<file path="src/design/gnss_calendar_time_converter_macros.svh">
// ----------------------------------------------------------------------------
// gnss calendar time converter assertion macros
// shared concurrent assertion forms, clocked on clk_i with reset rst_ni
// ----------------------------------------------------------------------------
`ifndef GNSS_CALENDAR_TIME_CONVERTER_MACROS_SVH
`define GNSS_CALENDAR_TIME_CONVERTER_MACROS_SVH

// same-cycle implication
`define GCTC_ASSERT_IMP(label, ante, cons, msg) \
  label: assert property (@(posedge clk_i) disable iff (!rst_ni) (ante) |-> (cons)) \
    else $error(msg);

// next-cycle implication
`define GCTC_ASSERT_NEXT(label, ante, cons, msg) \
  label: assert property (@(posedge clk_i) disable iff (!rst_ni) (ante) |=> (cons)) \
    else $error(msg);

`endif

</file>
<file path="src/design/gctc_pkg.sv">
// ----------------------------------------------------------------------------
// gctc_pkg
// types, constants and tables of the gnss calendar time converter
// ----------------------------------------------------------------------------
`default_nettype none

package gctc_pkg;

  localparam int WEEK_BITS = 13;

  localparam logic [39:0] US_PER_WEEK = 40'd604800000000;
  localparam logic [36:0] US_PER_DAY  = 37'd86400000000;
  localparam logic [31:0] US_PER_HOUR = 32'd3600000000;
  localparam logic [25:0] US_PER_MIN  = 26'd60000000;
  localparam logic [36:0] BDS_LEAP_US = 37'd14000000;

  localparam int BDS_DAYS      = 9492;
  localparam int GPS_EPOCH_MJD = 44244;
  localparam int MJD_DAYS_MAX  = 131071 - GPS_EPOCH_MJD;
  localparam int MJD_DAY_OFS   = 679019 + GPS_EPOCH_MJD;
  localparam int CAL_B_OFS     = GPS_EPOCH_MJD + 2400001 + 1537;
  localparam int CAL_X_OFS     = 100 * CAL_B_OFS - 12210;
  localparam int YEAR_BASE     = 4715;

  // exact reciprocals: shift = operand bits + ceil(log2 divisor)
  localparam int CENT_SH = 44;
  localparam longint unsigned CENT_MUL = ((64'd1 << CENT_SH) + 64'd36524) / 64'd36525;
  localparam int MON_SH = 43;
  localparam longint unsigned MON_MUL = ((64'd1 << MON_SH) + 64'd306000) / 64'd306001;
  localparam int HOUR_SH = 49;
  localparam longint unsigned HOUR_MUL = ((64'd1 << HOUR_SH) + 64'd3515624) / 64'd3515625;
  localparam int MIN_SH = 42;
  localparam longint unsigned MIN_MUL = ((64'd1 << MIN_SH) + 64'd234374) / 64'd234375;
  localparam int SEVEN_SH = 23;
  localparam longint unsigned SEVEN_MUL = ((64'd1 << SEVEN_SH) + 64'd6) / 64'd7;

  typedef struct packed {
    logic        kind;
    logic        use_bds;
    logic [11:0] cal_year;
    logic [3:0]  cal_month;
    logic [4:0]  cal_day;
    logic [4:0]  cal_hour;
    logic [5:0]  cal_minute;
    logic [25:0] cal_micros;
    logic [12:0] week_in;
    logic [39:0] week_micros_in;
  } in_item_t;

  typedef struct packed {
    logic [19:0] sel_days;
    logic [36:0] sel_sod;
    logic [16:0] gps_days;
    logic [36:0] gps_sod;
    logic        err;
  } front_out_t;

  typedef struct packed {
    logic [12:0] week;
    logic [39:0] sow;
    logic        err;
  } week_res_t;

  typedef struct packed {
    logic [4:0]  hour;
    logic [5:0]  minute;
    logic [25:0] micros;
  } tod_res_t;

  typedef struct packed {
    logic [11:0] year;
    logic [3:0]  month;
    logic [4:0]  day;
    logic [16:0] mjd;
  } cal_res_t;

  // floor(30.6001 * e)
  function automatic logic [8:0] jd_month_days(input logic [4:0] e);
    logic [8:0] r;
    case (e)
      5'd0:    r = 9'd0;
      5'd1:    r = 9'd30;
      5'd2:    r = 9'd61;
      5'd3:    r = 9'd91;
      5'd4:    r = 9'd122;
      5'd5:    r = 9'd153;
      5'd6:    r = 9'd183;
      5'd7:    r = 9'd214;
      5'd8:    r = 9'd244;
      5'd9:    r = 9'd275;
      5'd10:   r = 9'd306;
      5'd11:   r = 9'd336;
      5'd12:   r = 9'd367;
      5'd13:   r = 9'd397;
      5'd14:   r = 9'd428;
      5'd15:   r = 9'd459;
      5'd16:   r = 9'd489;
      default: r = 9'd0;
    endcase
    return r;
  endfunction

  function automatic logic [39:0] day_us(input logic [2:0] k);
    return 40'(k) * 40'(US_PER_DAY);
  endfunction

endpackage

`default_nettype wire

</file>
<file path="src/design/gctc_week.sv">
// ----------------------------------------------------------------------------
// gctc_week
// six stages: selected-scale day count to week and micros of week
// ----------------------------------------------------------------------------
`default_nettype none

module gctc_week import gctc_pkg::*; (
  input  wire logic        clk_i,
  input  wire logic        en_i,
  input  wire logic [19:0] days_i,
  input  wire logic [36:0] sod_i,
  input  wire logic        err_i,
  output week_res_t        res_o
);

  logic [19:0] ds1_q;
  logic [36:0] sod1_q, sod2_q;
  logic [17:0] q1_q, q2_q;
  logic [2:0]  k2_q;
  logic        err1_q, err2_q;
  week_res_t   res_q [4];

  logic [40:0] prod;

  assign prod = 41'(days_i) * 41'(SEVEN_MUL);

  always_ff @(posedge clk_i) begin
    if (en_i) begin
      q1_q   <= prod[SEVEN_SH +: 18];
      ds1_q  <= days_i;
      sod1_q <= sod_i;
      err1_q <= err_i;
      k2_q   <= 3'(21'(ds1_q) - (21'(q1_q) << 3) + 21'(q1_q));
      q2_q   <= q1_q;
      sod2_q <= sod1_q;
      err2_q <= err1_q;
      res_q[0].week <= 13'(q2_q);
      res_q[0].sow  <= day_us(k2_q) + 40'(sod2_q);
      res_q[0].err  <= err2_q | ((q2_q >> WEEK_BITS) != 18'd0);
      res_q[1] <= res_q[0];
      res_q[2] <= res_q[1];
      res_q[3] <= res_q[2];
    end
  end

  assign res_o = res_q[3];

endmodule

`default_nettype wire
</file>
<file path="config.mk">
export PLATFORM = sky130hd
export DESIGN_NAME = gctc_week
export DESIGN_NICKNAME = d
export VERILOG_FILES = /design/src/design/gnss_calendar_time_converter_macros.svh /design/src/design/gctc_pkg.sv /design/src/design/gctc_week.sv
export SDC_FILE = /design/constraint.sdc
export NUM_CORES = 1
export LEC_CHECK = 0
export BUFFER_PORTS_ARGS = -buffer_cell sky130_fd_sc_hd__buf_4
export CAP_MARGIN = 20
export CORE_MARGIN = 2
export CORE_UTILIZATION = 61
export CTS_CLUSTER_SIZE = 28
export DETAILED_ROUTE_END_ITERATION = 8
export PLACE_DENSITY_LB_ADDON = 0.12
export SLEW_MARGIN = 0
export SYNTH_ARGS = -nofsm -noshare
export SYNTH_HDL_FRONTEND = slang
export SYNTH_SLANG_ARGS = --single-unit
</file>
<file path="constraint.sdc">
create_clock -name clk_i -period 7.83 [get_ports clk_i]
set_input_delay 0.783 -clock clk_i [delete_from_list [all_inputs] [get_ports clk_i]]
set_output_delay 0.783 -clock clk_i [all_outputs]
set_load 0.03 [all_outputs]
</file>
==> metrics.txt, run 1 <==
# TYPE chip_impl_metric gauge
chip_impl_metric{name="yosysSeqAreaShare",unit=""} 0.6057
chip_impl_metric{name="grt_pass1_vias",unit=""} 8351
chip_impl_info{name="cells_along_the_critical_path",value="buf_4, ha_1, fa_1, fa_1, fa_1, inv_1, fa_1, fa_1, inv_1, fa_1, ha_1, nand3_1, nor3_2, nand2_1, or4_4, and2_4, o211ai_2, a31oi_1, xnor2_1"} 1
chip_impl_metric{name="use_met2",unit=""} 0.3065
chip_impl_metric{name="final_antenna_net_count",unit=""} 0
chip_impl_metric{name="post_cts_sizing_count",unit=""} 0
chip_impl_metric{name="drive_above_1_share",unit=""} 0.1402
chip_impl_metric{name="drt_first_iter_violations",unit=""} 483
chip_impl_info{name="cts_root_buf",value="sky130_fd_sc_hd__clkbuf_16"} 1
chip_impl_info{name="startpoint_type",value="input pin"} 1
chip_impl_metric{name="fill_cells",unit=""} 1829
chip_impl_info{name="cts_tree",value="done"} 1
chip_impl_metric{name="dpl_worst_slack",unit="ns"} 1.507
chip_impl_metric{name="flow.area_growth_from_synthesis",unit="%"} 13.78
chip_impl_metric{name="synth_enable_flop_cells",unit=""} 334
chip_impl_metric{name="cts-root-to-sink-buffers",unit=""} 3
chip_impl_metric{name="post_cts_buffers",unit=""} 0
chip_impl_metric{name="clk-insertion-delay-late",unit="ns"} 0.56
chip_impl_metric{name="layout.cell_area.non_filler",unit="mm^2"} 0.01884
chip_impl_metric{name="finalPower",unit="mW"} 8.255
chip_impl_metric{name="final.hold.worst_slack",unit="ns"} 0.3954
chip_impl_metric{name="tritoncts.num_buffers",unit=""} 31
chip_impl_info{name="outcome",value="completed"} 1
chip_impl_metric{name="crit_fanout",unit=""} 4
chip_impl_metric{name="timing.slew.headroom",unit=""} 0.3683
chip_impl_metric{name="route.final.wire_length",unit="um"} 24860
chip_impl_metric{name="worst_setup_hold_path_clk_slew",unit="ns"} 0.06
chip_impl_metric{name="report.final.slew_viol_count",unit=""} 0
chip_impl_metric{name="fp.coreArea",unit="mm^2"} 0.02680
chip_impl_metric{name="clock_skew",unit="ns"} 0.02456
chip_impl_info{name="hold_path.class",value="in -> reg"} 1
chip_impl_metric{name="netlist_cell_types",unit=""} 60
chip_impl_info{name="ys_dominant_reg_cell",value="sky130_fd_sc_hd__edfxtp_1"} 1
chip_impl_metric{name="globalRouteMet1Util",unit=""} 0.2455
chip_impl_metric{name="min_period_over_period",unit=""} 0.7365
chip_impl_metric{name="critical_path_arrival",unit="ns"} 6.06
chip_impl_metric{name="worst_pin_slew",unit="ns"} 0.9476
chip_impl_metric{name="async_flop_share",unit=""} 0
chip_impl_metric{name="critPathRequiredTime",unit="ns"} 8.13
chip_impl_metric{name="detailed_place.area",unit="mm^2"} 0.01784
chip_impl_info{name="worst_setup_path_end_kind",value="flip-flop"} 1
chip_impl_metric{name="globalRouteOverflowTotal",unit=""} 0
chip_impl_metric{name="globalRouteTotalUtil",unit=""} 0.1810
chip_impl_metric{name="synth-simple-area-share",unit=""} 0.03559
chip_impl_metric{name="wire_length_of_the_first_global_routing_pass",unit="um"} 40840
chip_impl_metric{name="insertedDiodeCount",unit=""} 0
chip_impl_metric{name="fin_setup_tns",unit="ns"} 0
chip_impl_metric{name="cts_hold_repair.buffers",unit=""} 0
chip_impl_metric{name="drt_drc_violations_left",unit=""} 0
chip_impl_metric{name="power.density_cell_area",unit="mW/mm^2"} 438.1
chip_impl_info{name="reg2reg_from",value="k2_q[1]"} 1
chip_impl_metric{name="achievable-frequency",unit="MHz"} 173.4
chip_impl_metric{name="dieArea",unit="mm^2"} 0.02848
chip_impl_metric{name="grt_util_met3",unit=""} 0.02385
chip_impl_metric{name="cts.sinks",unit=""} 334
chip_impl_info{name="min_from",value="sod_i[9]"} 1
chip_impl_metric{name="netlist_instances",unit=""} 1056
chip_impl_info{name="path_class",value="in -> reg"} 1
chip_impl_info{name="crit_top_cell",value="sky130_fd_sc_hd__fa_1"} 1
chip_impl_metric{name="synth.area.mux_share",unit=""} 0.0006045
chip_impl_metric{name="synthesis.area",unit="mm^2"} 0.01656
chip_impl_metric{name="synthesis.yosys.warnings",unit=""} 0
chip_impl_metric{name="ports",unit=""} 114
chip_impl_metric{name="p_leak",unit="nW"} 7.897
chip_impl_metric{name="setup_viol_count_final",unit=""} 0
chip_impl_metric{name="fin_ws",unit="ns"} 2.063
chip_impl_info{name="cp_slowest_cell",value="sky130_fd_sc_hd__or4_4"} 1
chip_impl_metric{name="final_net_count",unit=""} 1528
chip_impl_metric{name="timing.max_cap.violations",unit=""} 0
chip_impl_info{name="top_usage_layer",value="met2"} 1
chip_impl_metric{name="drtPass1Iterations",unit=""} 5
chip_impl_info{name="crit_start",value="days_i[17]"} 1
chip_impl_metric{name="floorplan.initialDensity",unit=""} 0.6179
chip_impl_metric{name="placementRows",unit=""} 60
chip_impl_metric{name="max_stage_delay",unit="ns"} 0.55
chip_impl_metric{name="synth-seq-cells",unit=""} 334
chip_impl_metric{name="dieWidth",unit="um"} 168.8
chip_impl_metric{name="globalplace.congestion",unit=""} 0.8462
chip_impl_metric{name="routedWlPerCell",unit="um"} 15.92
chip_impl_metric{name="final_hold_vio_count",unit=""} 0
chip_impl_metric{name="clock_tree.htree_level_count",unit=""} 1
chip_impl_metric{name="syn_nets",unit=""} 1386
chip_impl_metric{name="grt_antenna_before_repair",unit=""} 0
chip_impl_metric{name="max-vdd-ir-drop",unit="mV"} 0.2377
chip_impl_metric{name="detailed_place_hpwl",unit="um"} 18650
chip_impl_metric{name="synth_compound_gate_area_share",unit=""} 0.05969
chip_impl_metric{name="dr_total_vias",unit=""} 8317
chip_impl_metric{name="die_height",unit="um"} 168.8
chip_impl_info{name="most-common-layout-cells",value="sky130_fd_sc_hd__edfxtp_1, sky130_fd_sc_hd__ha_1, sky130_fd_sc_hd__inv_1"} 1
chip_impl_info{name="rsz0062_at_grt",value="false"} 1
chip_impl_info{name="layout_commonest_cell",value="sky130_fd_sc_hd__edfxtp_1"} 1
chip_impl_metric{name="post_synth_xor_area_fraction",unit=""} 0.02803
chip_impl_metric{name="post-route-min-period",unit="ns"} 5.767
chip_impl_metric{name="grt_max_degree",unit=""} 179
chip_impl_metric{name="syn_area_per_cell",unit="um^2"} 15.68
chip_impl_info{name="combinational_family_with_the_most_area_after_synthesis",value="adder cells"} 1
chip_impl_metric{name="avgViaCountPerCell",unit=""} 5.328
chip_impl_metric{name="io_buffer_count",unit=""} 113
chip_impl_metric{name="synth_adder_area_share",unit=""} 0.2394
## worst max-delay path: cells and delay by family
kind | cells | cell delay [ns]
XOR/XNOR | 1 | 0.14
AND/OR/NAND/NOR | 5 | 1.07
AO/OA/AOI/OAI | 2 | 0.34
adder cells (fa/ha/maj) | 8 | 3.49
buffers and inverters | 3 | 0.23
## where the power goes
part | switching (mW) | leakage, nW | internal [mW]
Sequential | 0.102 | 3.26 | 2.56
Combinational | 2.36 | 4.15 | 1.79
Clock | 0.588 | 0.480 | 0.860
## synthesized netlist by cell type, types with 3 or more instances
| library cell | count | area (um^2) |
|---|---|---|
| sky130_fd_sc_hd__nor2_1 | 22 | 82.58 |
| sky130_fd_sc_hd__ha_1 | 192 | 2402 |
| sky130_fd_sc_hd__a21boi_0 | 4 | 30.03 |
| sky130_fd_sc_hd__xnor2_1 | 37 | 324.1 |
| sky130_fd_sc_hd__clkbuf_1 | 3 | 11.26 |
| sky130_fd_sc_hd__a21o_1 | 19 | 142.6 |
| sky130_fd_sc_hd__o21a_1 | 5 | 37.54 |
| sky130_fd_sc_hd__and3_1 | 4 | 25.02 |
| sky130_fd_sc_hd__nor3_1 | 7 | 35.03 |
| sky130_fd_sc_hd__a21oi_2 | 3 | 26.28 |
| sky130_fd_sc_hd__a21oi_1 | 40 | 200.2 |
| sky130_fd_sc_hd__edfxtp_1 | 334 | 10030 |
| sky130_fd_sc_hd__fa_1 | 78 | 1562 |
| sky130_fd_sc_hd__nor2b_1 | 5 | 31.28 |
| sky130_fd_sc_hd__nor4_1 | 4 | 25.02 |
| sky130_fd_sc_hd__nand2b_1 | 5 | 31.28 |
| sky130_fd_sc_hd__a31oi_1 | 9 | 56.30 |
| sky130_fd_sc_hd__o41ai_1 | 3 | 26.28 |
| sky130_fd_sc_hd__inv_1 | 130 | 488.0 |
| sky130_fd_sc_hd__nand4_1 | 5 | 31.28 |
| sky130_fd_sc_hd__buf_2 | 3 | 15.01 |
| sky130_fd_sc_hd__nand3_1 | 13 | 65.06 |
| sky130_fd_sc_hd__o21ai_0 | 22 | 110.1 |
| sky130_fd_sc_hd__o21ai_1 | 5 | 25.02 |
| sky130_fd_sc_hd__nand2_1 | 31 | 116.4 |
| sky130_fd_sc_hd__o21bai_1 | 7 | 52.55 |
| sky130_fd_sc_hd__xor2_1 | 16 | 140.1 |
| sky130_fd_sc_hd__a211oi_1 | 5 | 37.54 |
| sky130_fd_sc_hd__o211ai_1 | 4 | 30.03 |
| sky130_fd_sc_hd__and2_1 | 3 | 18.77 |
## final cells by class
type	count	area [um^2]	area share
Inverter	130	488.0	0.02590
Timing Repair Buffer	115	883.3	0.04688
Tap cell	341	426.7	0.02264
Multi-Input combinational cell	586	6016	0.3193
Clock inverter	15	188.9	0.01003
Sequential cell	334	10030	0.5323
Clock buffer	40	809.5	0.04296
## flip-flops by register name (all words and copies together) (netlist names)
register  flops
res_q       216
q2_q         18
sod1_q       37
ds1_q         3
k2_q          3
err1_q        1
err2_q        1
q1_q         18
sod2_q       37
## cell families (layout without fill, tap and decap cells)
logic type / Yosys count / count (layout)
compound gates: 148 / 148
simple gates: 114 / 114
fa+ha+maj: 270 / 270
buf+inv: 136 / 300
xor+xnor: 53 / 53
flops: 334 / 334
mux: 1 / 1
## layer usage
layer / up-vias / wire length, um
met2: 187 / 11990
met1: 3931 / 11180
met4: 0 / 720
met3: 42 / 969
li1: 4157 / -
met5: - / 0
## worst paths after layout
check,to,slack [ns],cells after the start
worst max-delay path,q1_q[15],2.06,19
worst min-delay path,sod1_q[9],0.40,1
worst max register to register,res_q[0][36],2.68,22
worst min register to register,sod2_q[12],0.41,0
## metrics by stage
stage	utilization	std cells
6_report	0.7030	1561
5_1_grt	0.7030	1561
4_1_cts	0.7030	1561
3_5_place_dp	0.6658	1506
3_3_place_gp	0.6658	1506
2_1_floorplan	-	1056
Note: power is estimated with default switching activity, not from simulation.
==> run 2, diff against run 1 <==
--- a/config.mk
+++ b/config.mk
@@ -8,7 +8,7 @@
 export BUFFER_PORTS_ARGS = -buffer_cell sky130_fd_sc_hd__buf_4
 export CAP_MARGIN = 20
 export CORE_MARGIN = 2
-export CORE_UTILIZATION = 61
+export CORE_UTILIZATION = 55
 export CTS_CLUSTER_SIZE = 28
 export DETAILED_ROUTE_END_ITERATION = 8
 export PLACE_DENSITY_LB_ADDON = 0.12
==> constraint.sdc (replaced) <==
create_clock -name clk_i -period 4.8 [get_ports clk_i]
set_input_delay 0.48 -clock clk_i [delete_from_list [all_inputs] [get_ports clk_i]]
set_output_delay 0.48 -clock clk_i [all_outputs]
set_load 0.03 [all_outputs]
==> run 2 against run 1 <==
  * The run now ends with setup timing left
  * Hold slack got worse by 0.30 ns
  * Routed wire length rose by 13%
  * Via count rose by 7.6%
  * Combinational power rose by 120%
  * Power rose by 91%
  * Flip-flop and latch count did not move
  * Count of clock-buffer cells in the layout fell by 4
  * Critical path depth did not move
  * Sequential power rose by 62%
  * First-iteration DRC count fell by 10%
  * Clock skew fell by 0.014 ns
  * Largest cell class unchanged
  * Highest routed layer unchanged
==> metrics.txt, run 2 (same netlist as run 1, synthesis figures left out) <==
# TYPE chip_impl_metric gauge
chip_impl_metric{name="detailed_place.area",unit="mm^2"} 0.01894
chip_impl_metric{name="clock_power_share",unit=""} 0.153
chip_impl_metric{name="grt_antenna_before_repair",unit=""} 0
chip_impl_metric{name="routedWlPerCell",unit="um"} 15.95
chip_impl_metric{name="hold_path_depth",unit=""} 1
chip_impl_metric{name="achievable-frequency",unit="MHz"} 194.7
chip_impl_info{name="crit_top_cell",value="sky130_fd_sc_hd__fa_1"} 1
chip_impl_metric{name="final_net_count",unit=""} 1672
chip_impl_info{name="cp_slowest_cell",value="sky130_fd_sc_hd__fa_1"} 1
chip_impl_metric{name="cts_hold_repair.buffers",unit=""} 0
chip_impl_metric{name="critPathRequiredTime",unit="ns"} 5.11
chip_impl_info{name="largest_register",value="res_q"} 1
chip_impl_metric{name="power.density_cell_area",unit="mW/mm^2"} 776.0
chip_impl_metric{name="globalplace.congestion",unit=""} 0.8427
chip_impl_info{name="layout_top_registers",value="res_q: 216 flops, sod1_q: 37 flops, sod2_q: 37 flops"} 1
chip_impl_metric{name="final.hold.worst_slack",unit="ns"} 0.09086
chip_impl_metric{name="reg2reg_slack",unit="ns"} 0.17
chip_impl_metric{name="p_leak",unit="nW"} 8.667
chip_impl_info{name="whs_endpoint",value="sod1_q[3]"} 1
chip_impl_info{name="most-common-layout-cells",value="sky130_fd_sc_hd__edfxtp_1, sky130_fd_sc_hd__buf_4, sky130_fd_sc_hd__ha_1"} 1
chip_impl_metric{name="drt_first_iter_violations",unit=""} 433
chip_impl_metric{name="drtPass1Iterations",unit=""} 5
chip_impl_info{name="rsz0062_at_grt",value="true"} 1
chip_impl_info{name="failed_checks",value="setup timing"} 1
chip_impl_info{name="outcome",value="complete, but fails checks"} 1
chip_impl_metric{name="final_hold_vio_count",unit=""} 0
chip_impl_metric{name="fin_ws",unit="ns"} -0.3362
chip_impl_metric{name="grt_pass1_vias",unit=""} 9127
chip_impl_metric{name="fill_cells",unit=""} 2098
chip_impl_metric{name="dieWidth",unit="um"} 177.5
chip_impl_metric{name="grt_max_degree",unit=""} 106
chip_impl_metric{name="dp.cells",unit=""} 1684
chip_impl_metric{name="finalPower",unit="mW"} 15.78
chip_impl_metric{name="timing.max_cap.violations",unit=""} 0
chip_impl_metric{name="swShare",unit=""} 0.3653
chip_impl_info{name="hold_path.class",value="in -> reg"} 1
chip_impl_metric{name="crit_fanout",unit=""} 3
chip_impl_metric{name="fp.coreArea",unit="mm^2"} 0.02964
chip_impl_info{name="r2r_end",value="res_q[0][37]"} 1
chip_impl_metric{name="globalRouteTotalUtil",unit=""} 0.1767
chip_impl_metric{name="drive_above_1_share",unit=""} 0.2648
chip_impl_metric{name="total_buffers_and_inverters_traversed_by_the_critical_path",unit=""} 3
chip_impl_metric{name="io_buffer_count",unit=""} 113
chip_impl_metric{name="final_antenna_net_count",unit=""} 0
chip_impl_metric{name="clk-insertion-delay-late",unit="ns"} 0.56
chip_impl_metric{name="die_height",unit="um"} 177.5
chip_impl_metric{name="min_period_over_period",unit=""} 1.070
chip_impl_metric{name="wire_length_of_the_first_global_routing_pass",unit="um"} 43980
chip_impl_metric{name="largest_register_ffs",unit=""} 216
chip_impl_metric{name="finish.cell_count_without_fillers",unit=""} 1757
chip_impl_metric{name="layout.cell_area.non_filler",unit="mm^2"} 0.02033
chip_impl_metric{name="dr_total_vias",unit=""} 8952
chip_impl_info{name="reg2reg_from",value="k2_q[2]"} 1
chip_impl_metric{name="cts-root-to-sink-buffers",unit=""} 3
chip_impl_info{name="layout_commonest_cell",value="sky130_fd_sc_hd__edfxtp_1"} 1
chip_impl_metric{name="ports",unit=""} 114
chip_impl_metric{name="globalRouteOverflowTotal",unit=""} 0
chip_impl_metric{name="pwr-share-comb",unit=""} 0.573
chip_impl_info{name="min_from",value="sod_i[3]"} 1
chip_impl_metric{name="insertedDiodeCount",unit=""} 0
chip_impl_info{name="cts_tree",value="done"} 1
chip_impl_metric{name="clock_tree.htree_level_count",unit=""} 1
chip_impl_metric{name="detailed_place_hpwl",unit="um"} 20650
chip_impl_metric{name="report.final.slew_viol_count",unit=""} 0
chip_impl_metric{name="max_stage_delay",unit="ns"} 0.52
chip_impl_metric{name="worst_setup_hold_path_clk_slew",unit="ns"} 0.06
chip_impl_metric{name="route.final.wire_length",unit="um"} 28020
chip_impl_metric{name="timing.slew.headroom",unit=""} 0.5664
chip_impl_metric{name="finish.utilization",unit=""} 0.6860
chip_impl_metric{name="floorplan.initialDensity",unit=""} 0.5587
chip_impl_info{name="startpoint_type",value="input pin"} 1
chip_impl_metric{name="worst_pin_slew",unit="ns"} 0.6504
chip_impl_metric{name="flow.area_growth_from_synthesis",unit="%"} 22.79
chip_impl_info{name="path_class",value="in -> reg"} 1
chip_impl_metric{name="cts.sinks",unit=""} 334
chip_impl_metric{name="dieArea",unit="mm^2"} 0.03151
chip_impl_metric{name="reg2regPathDepth",unit=""} 21
chip_impl_metric{name="placementRows",unit=""} 63
chip_impl_metric{name="drt_drc_violations_left",unit=""} 0
chip_impl_metric{name="setup_viol_count_final",unit=""} 17
chip_impl_info{name="cells_along_the_critical_path",value="buf_8, ha_4, fa_1, fa_1, fa_1, inv_2, fa_1, fa_1, inv_2, fa_1, ha_4, nand3_2, nor3_2, nand2_1, or4_4, and2_4, o211ai_4, a31oi_1, xnor2_1"} 1
chip_impl_metric{name="seq_power_share",unit=""} 0.274
chip_impl_metric{name="avgViaCountPerCell",unit=""} 5.095
chip_impl_info{name="critical_path.top_delay_family",value="adder cells"} 1
chip_impl_metric{name="tritoncts.num_buffers",unit=""} 31
chip_impl_metric{name="switchingPower",unit="mW"} 5.764
chip_impl_metric{name="post-route-min-period",unit="ns"} 5.136
chip_impl_metric{name="clock_skew",unit="ns"} 0.01008
chip_impl_metric{name="critical_path_arrival",unit="ns"} 5.44
chip_impl_info{name="cts_root_buf",value="sky130_fd_sc_hd__clkbuf_16"} 1
chip_impl_info{name="worst_setup_path_end_kind",value="flip-flop"} 1
chip_impl_metric{name="max-vdd-ir-drop",unit="mV"} 0.4659
chip_impl_metric{name="power.internal",unit="mW"} 10.02
run 2: changes by cell type in the layout (fill, tap and decap cells not counted), moves of 4 or more:
| cell | before | now |
|---|---|---|
| sky130_fd_sc_hd__buf_6 | 0 | 7 |
| sky130_fd_sc_hd__a21oi_2 | 3 | 8 |
| sky130_fd_sc_hd__clkbuf_1 | 9 | 5 |
| sky130_fd_sc_hd__a21oi_1 | 40 | 35 |
| sky130_fd_sc_hd__ha_4 | 0 | 11 |
| sky130_fd_sc_hd__ha_1 | 192 | 179 |
| sky130_fd_sc_hd__o21ai_0 | 22 | 18 |
| sky130_fd_sc_hd__buf_4 | 113 | 248 |
| sky130_fd_sc_hd__clkinv_2 | 2 | 9 |
run 2: worst max-delay path by stage:
stage | start | end | cells after the start
global placement | days_i[19] | q1_q[15] | 19
global route | days_i[17] | q1_q[17] | 21
floorplan | days_i[17] | q1_q[15] | 18
CTS | days_i[17] | q1_q[15] | 19
finish | days_i[17] | q1_q[15] | 19
detailed placement | days_i[17] | q1_q[13] | 19
run 2: routing by layer:
metal / vias to the layer above / wire, um / global-route usage
met5: - / 0 / 0
met2: 172 / 14350 / 0.3198
met3: 54 / 827 / 0.01928
li1: 4444 / - / -
met4: 0 / 748 / 0.05260
met1: 4282 / 12090 / 0.2244
run 2: timing repair:
| item | CTS | global route |
|---|---|---|
| endpoints found under the hold margin | 0 | 0 |
| pin swaps | 19 | 27 |
| setup buffers | 3 | 12 |
| gates resized for setup | 16 | 37 |
| endpoints found under the setup margin | 18 | 27 |
run 2: final cells by class:
class	count	area, um^2	share of cell area
Clock inverter	22	222.7	0.01095
Timing Repair Buffer	259	2011	0.09889
Multi-Input combinational cell	586	6300	0.3098
Tap cell	390	488.0	0.02400
Sequential cell	334	10030	0.4933
Inverter	130	488.0	0.02400
Clock buffer	36	794.5	0.03907
run 2: power groups by stage:
stage	registers, mW	clock network, mW	logic, mW
detailed placement	4.39	0	8.09
floorplan	4.42	0	5.28
global placement	4.35	0	7.92
global route	4.37	2.57	10.0
CTS	4.34	2.47	8.51
finish	4.32	2.41	9.05
run 2: per-stage QoR:
| step | setup WS, ns | TNS (ns) |
|---|---|---|
| after floorplan | -0.5999 | -6.493 |
| after global placement | -0.8673 | -12.85 |
| after detailed placement | -0.9580 | -14.05 |
| after CTS | -0.2823 | -2.688 |
| after global routing | -0.4468 | -5.826 |
| final | -0.3362 | -3.752 |
==> run 3, diff against run 2 <==
--- a/config.mk
+++ b/config.mk
@@ -12,6 +12,7 @@
 export CTS_CLUSTER_SIZE = 28
 export DETAILED_ROUTE_END_ITERATION = 8
 export PLACE_DENSITY_LB_ADDON = 0.12
+export RECOVER_POWER = 50
 export SLEW_MARGIN = 0
 export SYNTH_ARGS = -nofsm -noshare
 export SYNTH_HDL_FRONTEND = slang
==> run 3 against run 2 <==
  * The flow finishes with violations (capacitance limit, slew limit, setup timing)
  * Clock skew is 0.00051 ns lower
  * Final area is 0.13% lower
  * Critical path type unchanged
  * Clock power hardly changed
  * Critical path depth stayed put
  * Utilization is 0.089 points lower
  * Largest cell class unchanged
  * Highest routed layer unchanged
==> metrics.txt, run 3 (same netlist as run 1, synthesis figures left out) <==
# TYPE chip_impl_metric gauge
chip_impl_info{name="outcome",value="complete, but fails checks"} 1
chip_impl_info{name="failed_checks",value="capacitance limit, slew limit, setup timing"} 1
chip_impl_metric{name="fin_ws",unit="ns"} -0.3484
chip_impl_info{name="path_class",value="in -> reg"} 1
chip_impl_metric{name="critical_path_arrival",unit="ns"} 5.46
chip_impl_metric{name="clock_tree.htree_level_count",unit=""} 1
chip_impl_info{name="layout_top_registers",value="res_q: 216 flops, sod1_q: 37 flops, sod2_q: 37 flops"} 1
chip_impl_metric{name="drt_first_iter_violations",unit=""} 450
chip_impl_metric{name="tritoncts.num_buffers",unit=""} 31
chip_impl_metric{name="ports",unit=""} 114
chip_impl_metric{name="reg2regPathDepth",unit=""} 21
chip_impl_info{name="layout_commonest_cell",value="sky130_fd_sc_hd__edfxtp_1"} 1
chip_impl_metric{name="final_hold_vio_count",unit=""} 0
chip_impl_metric{name="detailed_place_hpwl",unit="um"} 20650
chip_impl_metric{name="fp.coreArea",unit="mm^2"} 0.02964
chip_impl_metric{name="die_height",unit="um"} 177.5
chip_impl_metric{name="grt_antenna_before_repair",unit=""} 0
chip_impl_metric{name="routedWlPerCell",unit="um"} 15.91
chip_impl_metric{name="post-route-min-period",unit="ns"} 5.148
chip_impl_metric{name="clk-insertion-delay-late",unit="ns"} 0.56
chip_impl_metric{name="fin_setup_tns",unit="ns"} -3.792
chip_impl_metric{name="drive_above_1_share",unit=""} 0.2612
chip_impl_info{name="most-common-layout-cells",value="sky130_fd_sc_hd__edfxtp_1, sky130_fd_sc_hd__buf_4, sky130_fd_sc_hd__ha_1"} 1
chip_impl_metric{name="critPathRequiredTime",unit="ns"} 5.11
chip_impl_metric{name="timing.slew.headroom",unit=""} -2.073
chip_impl_metric{name="min_period_over_period",unit=""} 1.073
chip_impl_metric{name="grt_max_degree",unit=""} 106
chip_impl_metric{name="setup_viol_count_final",unit=""} 17
chip_impl_metric{name="drtPass1Iterations",unit=""} 4
chip_impl_info{name="cts_tree",value="done"} 1
chip_impl_metric{name="max-vdd-ir-drop",unit="mV"} 0.4651
chip_impl_metric{name="cts.sinks",unit=""} 334
chip_impl_metric{name="globalRouteTotalUtil",unit=""} 0.1767
chip_impl_metric{name="achievable-frequency",unit="MHz"} 194.2
chip_impl_metric{name="insertedDiodeCount",unit=""} 0
chip_impl_info{name="rsz0062_at_grt",value="true"} 1
chip_impl_metric{name="report.final.slew_viol_count",unit=""} 88
chip_impl_metric{name="worst_pin_slew",unit="ns"} 4.610
chip_impl_metric{name="drt_drc_violations_left",unit=""} 0
chip_impl_metric{name="finalPower",unit="mW"} 15.77
chip_impl_metric{name="avgViaCountPerCell",unit=""} 5.097
chip_impl_info{name="hold_path.class",value="in -> reg"} 1
chip_impl_info{name="largest_register",value="res_q"} 1
chip_impl_metric{name="power.density_cell_area",unit="mW/mm^2"} 776.6
chip_impl_metric{name="grt_pass1_vias",unit=""} 9127
chip_impl_metric{name="final_antenna_net_count",unit=""} 0
chip_impl_metric{name="placementRows",unit=""} 63
chip_impl_info{name="cts_root_buf",value="sky130_fd_sc_hd__clkbuf_16"} 1
chip_impl_metric{name="dieArea",unit="mm^2"} 0.03151
chip_impl_metric{name="worst_setup_hold_path_clk_slew",unit="ns"} 0.06
chip_impl_metric{name="final.hold.worst_slack",unit="ns"} 0.1136
chip_impl_metric{name="flow.area_growth_from_synthesis",unit="%"} 22.63
chip_impl_metric{name="final_net_count",unit=""} 1672
chip_impl_metric{name="io_buffer_count",unit=""} 113
chip_impl_info{name="startpoint_type",value="input pin"} 1
chip_impl_metric{name="globalRouteOverflowTotal",unit=""} 0
chip_impl_metric{name="hold_path_depth",unit=""} 1
chip_impl_metric{name="p_leak",unit="nW"} 8.639
chip_impl_metric{name="timing.max_cap.violations",unit=""} 1
chip_impl_metric{name="floorplan.initialDensity",unit=""} 0.5587
chip_impl_info{name="worst_setup_path_end_kind",value="flip-flop"} 1
chip_impl_metric{name="dieWidth",unit="um"} 177.5
chip_impl_metric{name="route.final.wire_length",unit="um"} 27950
chip_impl_metric{name="cts-root-to-sink-buffers",unit=""} 3
chip_impl_metric{name="dr_total_vias",unit=""} 8956
chip_impl_metric{name="wire_length_of_the_first_global_routing_pass",unit="um"} 43980
chip_impl_metric{name="dpl_worst_slack",unit="ns"} -0.9580
chip_impl_metric{name="clock_skew",unit="ns"} 0.009573
chip_impl_metric{name="layout.cell_area.non_filler",unit="mm^2"} 0.02031
chip_impl_metric{name="crit_fanout",unit=""} 3
chip_impl_metric{name="globalplace.congestion",unit=""} 0.8427
chip_impl_metric{name="largest_register_ffs",unit=""} 216
chip_impl_metric{name="detailed_place.area",unit="mm^2"} 0.01894
==> run 3: cell types whose count changed in the layout (fill, tap and decap cells not counted), sizes merged <==
cell    delta
clkbuf    +41
buf       -41
==> run 3: metrics by stage <==
step | util | instances
global placement | 0.6391 | 1684
detailed placement | 0.6391 | 1684
finish | 0.6852 | 1757
CTS | 0.6770 | 1745
floorplan | - | 1056
global route | 0.6852 | 1757
==> run 3: path summary, 6_finish.rpt <==
kind              start      endpoint  slack [ns]
max          days_i[17]      q1_q[15]       -0.35
min            sod_i[3]     sod1_q[3]        0.11
max reg2reg     k2_q[2]  res_q[0][37]        0.17
min reg2reg  sod1_q[18]    sod2_q[18]        0.41
==> run 3: worst max-delay path, cell delays in order <==
cell                       delay (ns)
sky130_fd_sc_hd__buf_8           0.10
sky130_fd_sc_hd__ha_4            0.15
sky130_fd_sc_hd__fa_1            0.52
sky130_fd_sc_hd__fa_1            0.43
sky130_fd_sc_hd__fa_1            0.51
sky130_fd_sc_hd__inv_2           0.04
sky130_fd_sc_hd__fa_1            0.45
sky130_fd_sc_hd__fa_1            0.51
sky130_fd_sc_hd__inv_2           0.04
sky130_fd_sc_hd__fa_1            0.48
sky130_fd_sc_hd__ha_4            0.30
sky130_fd_sc_hd__nand3_2         0.06
sky130_fd_sc_hd__nor3_2          0.19
sky130_fd_sc_hd__nand2_1         0.07
sky130_fd_sc_hd__or4_4           0.45
sky130_fd_sc_hd__and2_4          0.19
sky130_fd_sc_hd__o211ai_4        0.20
sky130_fd_sc_hd__a31oi_1         0.12
sky130_fd_sc_hd__xnor2_1         0.15
==> run 3: what timing repair did <==
item	CTS	global route
endpoints found under the setup margin	18	27
pin swaps	19	27
setup buffers	3	12
hold buffers	0	0
resized for setup	16	37
==> run 3: report_power, final <==
| group | total [mW] | switching, mW | leakage [nW] | internal [mW] |
|---|---|---|---|---|
| Sequential | 4.33 | 0.149 | 3.26 | 4.18 |
| Clock | 2.41 | 1.01 | 0.499 | 1.40 |
| Combinational | 9.04 | 4.60 | 4.88 | 4.44 |
| Total | 15.8 | 5.75 | 8.64 | 10.0 |
==> run 3: area by class of cell <==
class	count	area, um^2
clock inverter	22	222.7
sequential	334	10030
fill	2104	9331
multi-input combinational	586	6300
tap	390	488.0
inverter	130	488.0
timing repair buffer	259	1984
clock buffer	36	794.5
==> run 3: routing by layer <==
metal / share of wire / vias to the layer above / GRT usage
li1: - / 4444 / -
met3: 0.032 / 50 / 0.01928
met2: 0.51 / 179 / 0.3198
met4: 0.026 / 0 / 0.05260
met1: 0.43 / 4283 / 0.2244
met5: 0 / - / 0
